**src/rtl/rle_sprite_palette_blitter_core_assert.svh**
```systemverilog
// assertion macros for the blitter rtl
// expects clk and rst_n in the scope of each use
`ifndef RLE_SPRITE_PALETTE_BLITTER_CORE_ASSERT_SVH
`define RLE_SPRITE_PALETTE_BLITTER_CORE_ASSERT_SVH

// plain property under the module clock and reset
`define RSP_CHECK(lbl, prop, msg) \
    lbl: assert property (@(posedge clk) disable iff (!rst_n) (prop)) else $error(msg);

// a value must not change in the cycle after cond
`define RSP_HOLD(lbl, cond, sig, msg) \
    lbl: assert property (@(posedge clk) disable iff (!rst_n) (cond) |=> $stable(sig)) \
        else $error(msg);

`endif

```
**src/rtl/rsp_pkg.sv**
```systemverilog
// shared types and constants for the run-length sprite blitter
// no dependencies
`timescale 1ns / 1ps

package rsp_pkg;

    localparam int COORD_BITS  = 13;
    localparam int PAL_ENTRIES = 256;
    localparam int PAL_AW      = (PAL_ENTRIES > 1) ? $clog2(PAL_ENTRIES) : 1;

    localparam int CODE_W   = 8;
    localparam int COLOR_W  = 24;
    localparam int ADDR_W   = 26;
    localparam int FRAME_W  = 13;
    localparam int STRIDE_W = 14;
    localparam int SPR_W    = 12;
    localparam int CFG_IDX_W  = 3;
    localparam int CFG_DATA_W = 14;

    localparam logic [CODE_W-1:0] CODE_END = 8'hFF;
    localparam logic [CODE_W-1:0] CODE_ROW = 8'hFE;

    // register indexes
    localparam logic [CFG_IDX_W-1:0] REG_ORIGIN_X     = 3'd0;
    localparam logic [CFG_IDX_W-1:0] REG_ORIGIN_Y     = 3'd1;
    localparam logic [CFG_IDX_W-1:0] REG_FRAME_WIDTH  = 3'd2;
    localparam logic [CFG_IDX_W-1:0] REG_FRAME_HEIGHT = 3'd3;
    localparam logic [CFG_IDX_W-1:0] REG_ROW_STRIDE   = 3'd4;
    localparam logic [CFG_IDX_W-1:0] REG_ANCHOR       = 3'd5;
    localparam logic [CFG_IDX_W-1:0] REG_SPRITE_W     = 3'd6;
    localparam logic [CFG_IDX_W-1:0] REG_SPRITE_H     = 3'd7;

    localparam logic [FRAME_W-1:0]  RST_FRAME_WIDTH  = 13'd640;
    localparam logic [FRAME_W-1:0]  RST_FRAME_HEIGHT = 13'd480;
    localparam logic [STRIDE_W-1:0] RST_ROW_STRIDE   = 14'd1920;

    typedef struct packed {
        logic signed [FRAME_W-1:0] origin_x;
        logic signed [FRAME_W-1:0] origin_y;
        logic [FRAME_W-1:0]        frame_width;
        logic [FRAME_W-1:0]        frame_height;
        logic [STRIDE_W-1:0]       row_stride;
        logic                      anchor;
        logic [SPR_W-1:0]          sprite_width;
        logic [SPR_W-1:0]          sprite_height;
    } cfg_t;

    // one pixel or marker request from the parser
    typedef struct packed {
        logic                  emit;
        logic                  kind;
        logic [COORD_BITS-1:0] col;
        logic [COORD_BITS-1:0] row;
    } pix_req_t;

endpackage

```
**src/rtl/rsp_parser.sv**
```systemverilog
// run-length stream parser: phase, column, row and pixel count
// depends on rsp_pkg
`timescale 1ns / 1ps

module rsp_parser (
    input  logic                       clk,
    input  logic                       rst_n,
    input  logic                       accept,
    input  logic                       opcode,
    input  logic [rsp_pkg::CODE_W-1:0] code_byte,
    output rsp_pkg::pix_req_t          req
);

    typedef enum logic [1:0] {PH_CMD, PH_COUNT, PH_PIXELS} phase_t;

    phase_t                         phase_reg, phase_next;
    logic [rsp_pkg::COORD_BITS-1:0] col_reg, col_next;
    logic [rsp_pkg::COORD_BITS-1:0] row_reg, row_next;
    logic [rsp_pkg::CODE_W-1:0]     left_reg, left_next;
    logic [rsp_pkg::CODE_W-1:0]     left_dec;

    assign left_dec = left_reg - 1'b1;

    always_comb
    begin
        phase_next = phase_reg;
        col_next   = col_reg;
        row_next   = row_reg;
        left_next  = left_reg;
        req.emit   = 1'b0;
        req.kind   = 1'b0;
        req.col    = col_reg;
        req.row    = row_reg;
        if (accept && !opcode)
        begin
            unique case (phase_reg)
                PH_COUNT:
                begin
                    left_next  = code_byte;
                    phase_next = (code_byte == '0) ? PH_CMD : PH_PIXELS;
                end
                PH_PIXELS:
                begin
                    req.emit  = 1'b1;
                    col_next  = col_reg + 1'b1;
                    left_next = left_dec;
                    if (left_dec == '0)
                        phase_next = PH_CMD;
                end
                default:
                begin
                    phase_next = PH_CMD;
                    if (code_byte == rsp_pkg::CODE_END)
                    begin
                        col_next  = '0;
                        row_next  = '0;
                        left_next = '0;
                        req.emit  = 1'b1;
                        req.kind  = 1'b1;
                    end
                    else if (code_byte == rsp_pkg::CODE_ROW)
                    begin
                        col_next = '0;
                        row_next = row_reg + 1'b1;
                    end
                    else
                    begin
                        // skip count
                        col_next   = col_reg + rsp_pkg::COORD_BITS'(code_byte);
                        phase_next = PH_COUNT;
                    end
                end
            endcase
        end
    end

    always_ff @(posedge clk or negedge rst_n)
    begin
        if (!rst_n)
        begin
            phase_reg <= PH_CMD;
            col_reg   <= '0;
            row_reg   <= '0;
            left_reg  <= '0;
        end
        else
        begin
            phase_reg <= phase_next;
            col_reg   <= col_next;
            row_reg   <= row_next;
            left_reg  <= left_next;
        end
    end

endmodule

```
**config.mk**
```make
export PLATFORM = sky130hd
export DESIGN_NAME = rsp_parser
export DESIGN_NICKNAME = d
export VERILOG_FILES = /design/src/rtl/rle_sprite_palette_blitter_core_assert.svh /design/src/rtl/rsp_pkg.sv /design/src/rtl/rsp_parser.sv
export SDC_FILE = /design/constraint.sdc
export NUM_CORES = 1
export LEC_CHECK = 0
export BUFFER_PORTS_ARGS = -buffer_cell sky130_fd_sc_hd__buf_2
export CORE_MARGIN = 2
export CORE_UTILIZATION = 50
export DETAILED_ROUTE_END_ITERATION = 8
export PLACE_DENSITY = 0.72
export SETUP_SLACK_MARGIN = 0.02
export SLEW_MARGIN = 5
export SYNTH_ARGS = -nofsm -noshare
export SYNTH_HDL_FRONTEND = slang
export SYNTH_SLANG_ARGS = --single-unit
```
**constraint.sdc**
```tcl
create_clock -name clk -period 4.1 [get_ports clk]
set_clock_uncertainty 0.05 [all_clocks]
set_input_delay 0.82 -clock clk [delete_from_list [all_inputs] [get_ports clk]]
set_output_delay 0.82 -clock clk [all_outputs]
set_load 0.05 [all_outputs]
```
==> metrics.yaml <==
layout:
  num_antenna_cells: 0
  finish.instance_area_sq_mm: 0.002924
  nets: 377
  layoutNonFillerInstCount: 421
  syn_to_final_growth_pct: 13.34
  final_util_pct: 57.99
  drive_above_1_share_pct: 15.95
synth:
  ys_top_cells_by_area: "dfrtp_1 35%, ha_1 6.8%, o21ai_0 6.0%, nand2_1 4.4%, a21oi_1 4.1%"
  synth_xor_area_share_pct: 4.753
  synth_ff_type: "dfrtp_1"
  synth_top_family_by_area: "simple AND/OR/NAND/NOR gates"
  synth_compound_area_share_pct: 22.50
  synth-simple-area-share_pct: 23.67
  synthAdderAreaFrac_pct: 7.565
  yosysWarnings: 0
  postSynthAreaPerCell_sq_um: 8.243
  async_flop_share_pct: 100.0
  syn_area_sq_mm: 0.002580
  synthCells: 313
  synth_top_cell_by_area: "dfrtp_1"
  synth_top_cell_area_share_pct: 34.92
  ys_ff_latch: 36
  synth_common_cells: "36 x dfrtp_1, 31 x o21ai_0, 30 x nand2_1, 26 x nor2_1, 21 x a21oi_1"
  synth_mux_area_share_pct: 2.425
  synth_most_common_cell: "dfrtp_1"
  synth_edf_count: 0
  syn-num-nets: 340
  ys_types: 48
  yosysSeqAreaShare_pct: 34.92
clocking:
  cts_root_buf: "clkbuf_8"
  cts_resized: 0
  cts_setup_buffers: 0
  clock_latency_ns: 0.29
  clock-sinks: 36
  path_clk_slew_ns: 0.07
  clock_path_buffers: 2
  h-tree-depth: 2
  cts_buffers: 5
  cts_tree: "yes"
  cts_hold_buf: 0
hold_path:
  hp-class: "reg -> reg"
worst_setup_path:
  cp.arrival_ns: 2.48
  path_cells: "buf_2, and4_1, and4_1, nand3_1, buf_4, o22ai_1, buf_2"
  cpMaxStageDelayCell: "nand3_1"
  ff2ff_setup_slack_ns: 1.64
  setup.worst_path.class: "in -> out"
  cp.required_ns: 3.23
  cp-start-kind: "input pin"
  critical_path_buf_inv_count: 3
  path_delay_family: "simple AND/OR/NAND/NOR gates"
  cp_max_fo: 12
  endpoint_kind: "output pin"
  critical_path.max_stage_delay_ns: 0.34
global_routing:
  grt_pass1_wl_microns: 10560
  grt_pass1_vias: 2179
  track_usage_pct: 24.03
  overflow: 0
  grt_max_degree: 37
  antenna_found_initial: 0
placement:
  port_buffers: 39
  dp.cells: 413
  dp.final_hpwl_microns: 4648
  place_ws_ns: 0.7636
  postPlaceCellArea_sq_mm: 0.002834
  gp_congestion: 0.8635
sta:
  whs_ns: 0.4886
  rsz0062_at_grt: "false"
  fmax_ghz: 0.2989
  period_needed_ns: 3.346
  fin_ws_ns: 0.7542
  tightest_slew_ns: 0.8328
  post-route-period-util_pct: 81.61
  hold_viol: 0
  finalSetupTns_ns: 0
  slew_headroom_pct: 44.48
  finalSetupViolCount: 0
  report.final.slew_viol_count: 0
die:
  initial_utilization_pct: 51.17
  fp.dieW_microns: 75.83
  coreArea_sq_mm: 0.005042
  ios: 40
  num_rows: 26
  die_h_microns: 75.83
  dieArea_sq_mm: 0.005750
drt:
  wl_microns: 6333
  firstDrtPassIters: 4
  drc: 0
  detail_route.wl_per_cell_microns: 15.04
  first_iter_violations: 159
  drtAntennaViolNets: 0
  vias: 2426
  via_per_inst: 5.762
run_status:
  outcome: "finished clean"
power_and_ir_drop:
  power.total_mw: 2.047
  ir_drop_v: 0.0004181
  leakagePower_nw: 1.323
  p_per_area_mw_per_mm2: 700.2
run:
  drv_cap: 0
routing by layer:
metal,GRT usage (%),vias to the layer above,share of wire (%)
li1,-,1216,-
met1,36.30,1124,49
met2,35.92,80,44
met3,4.497,6,5.8
met4,4.678,0,0.81
met5,0,-,0
placed cells by master, fill, tap and decap left out, types with 3 or more instances in the layout:
cell      synthesis  routed
a211oi_1          3       3
a21o_1            4       4
a21oi_1          21      21
a22oi_1           5       5
a31oi_1           3       3
a32oi_1           4       4
and4_1            3       3
buf_2             5      39
buf_4             0       3
clkbuf_8          0       6
dfrtp_1          36      36
ha_1             14      14
inv_1            15      15
mux2i_1           4       4
nand2_1          30      30
nand2b_1          6       6
nand3_1          18      18
nor2_1           26      26
nor2b_1           5       5
nor3_1           15      15
o21ai_0          31      31
o21bai_1          3       3
o31ai_1           5       5
or4_1             6       6
xnor2_1           7       7
xor2_1            7       7
final cells by class:
cell class / count / area (sq um)
inverter: 15 / 56.30
multi-input combinational: 250 / 1572
timing repair buffer: 42 / 217.7
fill: 479 / 2118
clock buffer: 8 / 90.09
tap: 70 / 87.58
sequential: 36 / 900.9
report_power, final:
group / switching, mW / internal, mW / total (mW)
Combinational: 0.770 / 0.403 / 1.17
Clock: 0.127 / 0.137 / 0.264
Sequential: 0.149 / 0.461 / 0.610
kinds of logic (layout without fill, tap and decap cells):
family,count (synthesis),after routing
flops,36,36
buf+inv,27,65
fa+ha+maj,15,15
simple gates,122,122
xor+xnor,14,14
compound gates,93,93
mux,6,6
worst paths after layout:
check	from	depth (start not counted)	to
max in group asynchronous	rst_n	1	col_reg[9]$_DFFE_PN0P_
hold reg to reg	left_reg[7]$_DFFE_PN0P_	1	left_reg[7]$_DFFE_PN0P_
setup / recovery	code_byte[7]	7	req[27]
setup reg to reg	col_reg[0]$_DFFE_PN0P_	9	col_reg[10]$_DFFE_PN0P_
hold / removal	left_reg[7]$_DFFE_PN0P_	1	left_reg[7]$_DFFE_PN0P_
min in group asynchronous	rst_n	1	row_reg[12]$_DFFE_PN0P_
(Power assumes the default switching activity.)
