$ cat config.mk
export PLATFORM = sky130hd
export DESIGN_NAME = rsp_pixel_pipe
export DESIGN_NICKNAME = d
export VERILOG_FILES = /design/src/rtl/rsp_pkg.sv /design/src/rtl/rsp_pixel_pipe.sv
export VERILOG_INCLUDE_DIRS = /design/src /design/src/rtl
export SDC_FILE = /design/constraint.sdc
export NUM_CORES = 1
export LEC_CHECK = 0
export BUFFER_PORTS_ARGS = -buffer_cell sky130_fd_sc_hd__buf_2
export CAP_MARGIN = 25
export CORE_ASPECT_RATIO = 1.75
export CORE_UTILIZATION = 64
export DETAILED_ROUTE_END_ITERATION = 10
export GPL_ROUTABILITY_DRIVEN = 0
export HOLD_SLACK_MARGIN = 0.03
export PLACE_DENSITY_LB_ADDON = 0.08
export RECOVER_POWER = 100
export SYNTH_ARGS = -nofsm -noshare
export SYNTH_HDL_FRONTEND = slang
export SYNTH_SLANG_ARGS = --single-unit
export TNS_END_PERCENT = 5
$ cat constraint.sdc
create_clock -name clk -period 17.2 [get_ports clk]
set_input_delay 0 -clock clk [delete_from_list [all_inputs] [get_ports clk]]
set_output_delay 0 -clock clk [all_outputs]
set_load 0.05 [all_outputs]
$ cat src/rtl/rle_sprite_palette_blitter_core_assert.svh
// assertion macros for the blitter rtl
// expects clk and rst_n in the scope of each use
`ifndef RLE_SPRITE_PALETTE_BLITTER_CORE_ASSERT_SVH
`define RLE_SPRITE_PALETTE_BLITTER_CORE_ASSERT_SVH

// plain property under the module clock and reset
`define RSP_CHECK(lbl, prop, msg) \
    lbl: assert property (@(posedge clk) disable iff (!rst_n) (prop)) else $error(msg);

// a value must not change in the cycle after cond
`define RSP_HOLD(lbl, cond, sig, msg) \
    lbl: assert property (@(posedge clk) disable iff (!rst_n) (cond) |=> $stable(sig)) \
        else $error(msg);

`endif

$ cat src/rtl/rsp_pkg.sv
// shared types and constants for the run-length sprite blitter
// no dependencies
`timescale 1ns / 1ps

package rsp_pkg;

    localparam int COORD_BITS  = 13;
    localparam int PAL_ENTRIES = 256;
    localparam int PAL_AW      = (PAL_ENTRIES > 1) ? $clog2(PAL_ENTRIES) : 1;

    localparam int CODE_W   = 8;
    localparam int COLOR_W  = 24;
    localparam int ADDR_W   = 26;
    localparam int FRAME_W  = 13;
    localparam int STRIDE_W = 14;
    localparam int SPR_W    = 12;
    localparam int CFG_IDX_W  = 3;
    localparam int CFG_DATA_W = 14;

    localparam logic [CODE_W-1:0] CODE_END = 8'hFF;
    localparam logic [CODE_W-1:0] CODE_ROW = 8'hFE;

    // register indexes
    localparam logic [CFG_IDX_W-1:0] REG_ORIGIN_X     = 3'd0;
    localparam logic [CFG_IDX_W-1:0] REG_ORIGIN_Y     = 3'd1;
    localparam logic [CFG_IDX_W-1:0] REG_FRAME_WIDTH  = 3'd2;
    localparam logic [CFG_IDX_W-1:0] REG_FRAME_HEIGHT = 3'd3;
    localparam logic [CFG_IDX_W-1:0] REG_ROW_STRIDE   = 3'd4;
    localparam logic [CFG_IDX_W-1:0] REG_ANCHOR       = 3'd5;
    localparam logic [CFG_IDX_W-1:0] REG_SPRITE_W     = 3'd6;
    localparam logic [CFG_IDX_W-1:0] REG_SPRITE_H     = 3'd7;

    localparam logic [FRAME_W-1:0]  RST_FRAME_WIDTH  = 13'd640;
    localparam logic [FRAME_W-1:0]  RST_FRAME_HEIGHT = 13'd480;
    localparam logic [STRIDE_W-1:0] RST_ROW_STRIDE   = 14'd1920;

    typedef struct packed {
        logic signed [FRAME_W-1:0] origin_x;
        logic signed [FRAME_W-1:0] origin_y;
        logic [FRAME_W-1:0]        frame_width;
        logic [FRAME_W-1:0]        frame_height;
        logic [STRIDE_W-1:0]       row_stride;
        logic                      anchor;
        logic [SPR_W-1:0]          sprite_width;
        logic [SPR_W-1:0]          sprite_height;
    } cfg_t;

    // one pixel or marker request from the parser
    typedef struct packed {
        logic                  emit;
        logic                  kind;
        logic [COORD_BITS-1:0] col;
        logic [COORD_BITS-1:0] row;
    } pix_req_t;

endpackage

$ cat src/rtl/rsp_pixel_pipe.sv
// request stage, clip stage and address output register with backpressure
// depends on rsp_pkg and the assertion macro header
`timescale 1ns / 1ps
`include "rle_sprite_palette_blitter_core_assert.svh"

module rsp_pixel_pipe (
    input  logic                        clk,
    input  logic                        rst_n,
    input  rsp_pkg::cfg_t               cfg,
    input  logic                        in_load,
    input  rsp_pkg::pix_req_t           req,
    input  logic [rsp_pkg::COLOR_W-1:0] pal_color,
    output logic                        s1_ready,
    output logic                        out_valid,
    input  logic                        out_stall,
    output logic                        kind,
    output logic [rsp_pkg::ADDR_W-1:0]  byte_address,
    output logic [rsp_pkg::COLOR_W-1:0] pixel_color
);

    localparam int SUM_W = ((rsp_pkg::COORD_BITS > 14) ? rsp_pkg::COORD_BITS : 14) + 2;
    localparam int FW    = rsp_pkg::FRAME_W;

    // stage 1: request held while the palette read completes
    logic                           s1_valid_reg;
    logic                           s1_kind_reg;
    logic [rsp_pkg::COORD_BITS-1:0] s1_col_reg;
    logic [rsp_pkg::COORD_BITS-1:0] s1_row_reg;

    // stage 2: clipped coordinates and colour
    logic                        s2_valid_reg;
    logic                        s2_kind_reg;
    logic [FW-1:0]               s2_px_reg;
    logic [FW-1:0]               s2_py_reg;
    logic [rsp_pkg::COLOR_W-1:0] s2_color_reg;

    // output word
    logic                        out_valid_reg;
    logic                        kind_reg;
    logic [rsp_pkg::ADDR_W-1:0]  addr_reg;
    logic [rsp_pkg::COLOR_W-1:0] color_reg;

    logic             s3_free;
    logic             s2_ready;
    logic [SUM_W-1:0] ax, ay, px, py;
    logic             in_frame;
    logic [2*FW:0]    row_prod;
    logic [FW+1:0]    px_times3;
    logic [rsp_pkg::ADDR_W-1:0] addr_next;

    assign s3_free  = !out_valid_reg || !out_stall;
    assign s2_ready = !s2_valid_reg || s3_free;
    assign s1_ready = !s1_valid_reg || s2_ready;

    // anchored origin, then frame test
    always_comb
    begin
        ax = {{(SUM_W-FW){cfg.origin_x[FW-1]}}, cfg.origin_x};
        ay = {{(SUM_W-FW){cfg.origin_y[FW-1]}}, cfg.origin_y};
        if (cfg.anchor)
        begin
            ax = ax - {{(SUM_W-rsp_pkg::SPR_W+1){1'b0}}, cfg.sprite_width[rsp_pkg::SPR_W-1:1]};
            ay = ay - {{(SUM_W-rsp_pkg::SPR_W){1'b0}}, cfg.sprite_height};
        end
        px = ax + {{(SUM_W-rsp_pkg::COORD_BITS){1'b0}}, s1_col_reg};
        py = ay + {{(SUM_W-rsp_pkg::COORD_BITS){1'b0}}, s1_row_reg};
        in_frame = !px[SUM_W-1] && !py[SUM_W-1]
                && (px < {{(SUM_W-FW){1'b0}}, cfg.frame_width})
                && (py < {{(SUM_W-FW){1'b0}}, cfg.frame_height});
    end

    assign row_prod  = {{(2*FW+1-rsp_pkg::STRIDE_W){1'b0}}, cfg.row_stride}
                     * {{(FW+1){1'b0}}, s2_py_reg};
    assign px_times3 = {1'b0, s2_px_reg, 1'b0} + {2'b00, s2_px_reg};
    assign addr_next = row_prod[rsp_pkg::ADDR_W-1:0]
                     + {{(rsp_pkg::ADDR_W-FW-2){1'b0}}, px_times3};

    always_ff @(posedge clk)
    begin
        if (in_load && req.emit)
        begin
            s1_kind_reg <= req.kind;
            s1_col_reg  <= req.col;
            s1_row_reg  <= req.row;
        end
        if (s1_valid_reg && s2_ready)
        begin
            s2_kind_reg  <= s1_kind_reg;
            s2_px_reg    <= s1_kind_reg ? '0 : px[FW-1:0];
            s2_py_reg    <= s1_kind_reg ? '0 : py[FW-1:0];
            s2_color_reg <= s1_kind_reg ? '0 : pal_color;
        end
        if (s2_valid_reg && s3_free)
        begin
            kind_reg  <= s2_kind_reg;
            addr_reg  <= addr_next;
            color_reg <= s2_color_reg;
        end
    end

    always_ff @(posedge clk or negedge rst_n)
    begin
        if (!rst_n)
        begin
            s1_valid_reg  <= 1'b0;
            s2_valid_reg  <= 1'b0;
            out_valid_reg <= 1'b0;
        end
        else
        begin
            if (in_load && req.emit)
                s1_valid_reg <= 1'b1;
            else if (s2_ready)
                s1_valid_reg <= 1'b0;
            if (s2_ready)
                s2_valid_reg <= s1_valid_reg && (s1_kind_reg || in_frame);
            if (s3_free)
                out_valid_reg <= s2_valid_reg;
        end
    end

    assign out_valid    = out_valid_reg;
    assign kind         = kind_reg;
    assign byte_address = addr_reg;
    assign pixel_color  = color_reg;

    `RSP_CHECK(a_load_room, in_load |-> s1_ready, "word accepted with stage 1 blocked")
    `RSP_CHECK(a_marker_zero, (out_valid && kind) |-> (byte_address == '0 && pixel_color == '0),
        "finish marker carries address or colour")
    `RSP_HOLD(a_s2_hold, s2_valid_reg && !s3_free, {s2_kind_reg, s2_px_reg, s2_py_reg, s2_color_reg},
        "stage 2 changed while blocked")

endmodule

==> results_dict.tcl <==
set metrics [dict create \
    antenna_found_initial 2 \
    cp_max_fo 14 \
    seq_area_frac_synth_pct 28.32 \
    die-area_mm2 0.02240 \
    initial_core_util_pct 65.13 \
    violations "max-capacitance violations, max-slew violations" \
    htreeDepth 4 \
    die_w_um 113.6 \
    max_freq_mhz 159.6 \
    placedInstanceArea_mm2 0.01521 \
    final_area_mm2 0.01619 \
    drive_above_1_share_pct 12.30 \
    crit_path_end_kind "flop" \
    fp-row-count 71 \
    worstMarginPinSlew_ns 3.020 \
    crit_required_ns 17.36 \
    critPathArrivalTime_ns 6.43 \
    syn_inst 1341 \
    port_buffers 198 \
    cts.path.max_buffers 2 \
    path_clk_slew_ns 0.06 \
    setup_viol 0 \
    yosysTopAreaCell "edfxtp_1" \
    antenna_left 0 \
    criticalPathCategory "flop to flop" \
    root_buffer "clkbuf_16" \
    largest_reg_flops 26 \
    cts_resized 0 \
    timing_hold_violations_final 0 \
    worstPathBufferInverterCount 2 \
    peakVddDrop_mv 0.2378 \
    worstPathCellList "and2_0 -> fa_1 -> inv_1 -> fa_1 -> inv_1 -> fa_1 -> fa_1 -> fa_1 -> fa_1 -> ha_1 -> o21ai_0 -> nand2b_1 -> a21oi_1 -> a31oi_1 -> a311o_1 -> a31o_1 -> a21oi_1 -> xnor2_1" \
    yosys_most_used_dff "edfxtp_1" \
    cp_top_family "adder cells" \
    fillCellCount 1510 \
    netlist_area_mm2 0.01394 \
    dp_hpwl_mm 25.33 \
    dr.first_iter.drc_count 455 \
    cts_inserted_buffers 17 \
    p_leak_uw 0.007582 \
    synth_edf_count 129 \
    finClkSkew_ns 0.01257 \
    p_per_area_mw_per_mm2 210.6 \
    layout_min_cycle_time_ns 6.264 \
    synth_top_area_share_pct 27.78 \
    drc 0 \
    cts_tree "done" \
    area_growth_pct 16.14 \
    tns_ns 0 \
    synthTopCellsByArea "edfxtp_1 28%, fa_1 23%, ha_1 14%" \
    period_share_pct 36.42 \
    postSynthAreaPerCell_um2 10.40 \
    syn-num-nets 1806 \
    most-common-layout-cells "211 x inv_1, 160 x ha_1, 158 x fa_1" \
    vias 10430 \
    num_io_pins 200 \
    clock_latency_ns 0.42 \
    clkSinkCount 132 \
    yosysWarnings 0 \
    num-nets-final 2045 \
    drv_slew 157 \
    outcome "finished, violations left" \
    startpoint_type "flop" \
    totalWireLength_mm 32.18 \
    slew_headroom_pct -101.3 \
    grt.total_usage_pct 30.53 \
    grt-ovfl-total 0 \
    crit_path_frequent_cell "fa_1" \
    hp-class "input port to flop" \
    rsz0062_at_grt "false" \
    grt_max_degree 53 \
    grt_first_pass_wirelength_mm 52.22 \
    die_h_um 197.3 \
    wire_per_inst_um 17.05 \
    synth.distinct_cells 66 \
    first_pass_iters 5 \
    cp_slowest_cell "edfxtp_1" \
    async_reset_ff_share_pct 2.273 \
    synth_seq_cells 132 \
    grt_pass1_vias 11160 \
    layout_commonest_cell "inv_1" \
    slowest_delay_ns 0.67 \
    core_area_mm2 0.02141 \
    cap_viol_max_count 3 \
    via_per_inst 5.528 \
]
-- power breakdown --
part	leakage, uW	total, uW	switching, uW	internal [uW]
Sequential	0.00125	559	29.6	529
Combinational	0.00607	2520	1450	1070
Clock	0.000260	331	144	187
Total	0.00758	3410	1620	1790
-- what timing repair did --
action                                 4_1_cts  5_1_grt
endpoints found under the hold margin       55        0
setup buffers                                0        0
hold buffers                                54        0
-- stage by stage --
step,power (uW),hold slack [ns],util (%),setup slack [ns],instances
after floorplan,2438,-0.2956,-,11.65,1341
after global placement,3012,-0.1963,71.06,11.06,1799
after detailed placement,3087,-0.1956,71.06,11.01,1799
after CTS,3449,0.1559,76.13,10.98,1885
after global routing,3715,0.1980,75.64,10.64,1887
final,3410,0.1718,75.64,10.94,1887
-- final cells by class --
cell class / count / area, um^2 / area share (%)
clock buffers: 17 / 425.4 / 2.627
diodes: 2 / 5.005 / 0.03090
multi-input cells: 959 / 9049 / 55.88
repair buffers: 256 / 1478 / 9.125
flip-flops and latches: 132 / 3949 / 24.38
clock inverters: 15 / 118.9 / 0.7340
inverters: 214 / 804.5 / 4.968
well taps: 292 / 365.4 / 2.256
-- final timing paths --
path                                   from  slack, ns  cells after the start          endpoint
max                            s2_py_reg[7]      10.94                     18  byte_address[25]
min                                 cfg[89]       0.17                      5      s2_valid_reg
max reg2reg                    s2_py_reg[7]      10.94                     18  byte_address[25]
min reg2reg                s2_color_reg[13]       0.41                      0   pixel_color[13]
max in group asynchronous             rst_n      16.55                      3         out_valid
min in group asynchronous             rst_n       0.51                      3      s2_valid_reg
-- logic make-up (layout without fill, tap and decap cells) --
group                      after synthesis  after routing  synth area share, %
muxes                                   12             12               0.9512
adders and majority gates              318            318                37.04
DFF                                    132            132                28.32
AOI/OAI and AO/OA                      181            181                8.794
xor gates and xnor gates                56             56                3.518
and+or+nand+nor                        392            392                14.64
other                                    0              2                    0
buffers and inverters                  250            502                6.739
-- cells in the mapped netlist, drive strengths merged (10+ instances only) --
cell and n:
o21a 12, xnor2 48, and2 103, fa 158
nor3 13, mux2 10, ha 160, nand2 116
edfxtp 129, nor2 44, and3 13, a211oi 10
nor2b 61, o21ai 33, nand3 12, inv 213
clkbuf 33, a21o 23, a21oi 49
-- per-layer routing --
metal,global-route usage [%],part of all wire [%]
met5,0,0
met2,59.24,56
met4,16.08,4.7
met3,4.081,4.3
met1,30.94,34
-- worst reg2reg max path, stage by stage, from the launching register on --
cell and delay, ns:
edfxtp_1 0.67, and2_0 0.28, fa_1 0.53, inv_1 0.05, fa_1 0.53, inv_1 0.05, fa_1 0.51, fa_1 0.46
fa_1 0.55, fa_1 0.44, ha_1 0.37, o21ai_0 0.25, nand2b_1 0.09, a21oi_1 0.15, a31oi_1 0.14, a311o_1 0.41
a31o_1 0.22, a21oi_1 0.20, xnor2_1 0.10
Note: power is estimated with default switching activity, not from simulation.
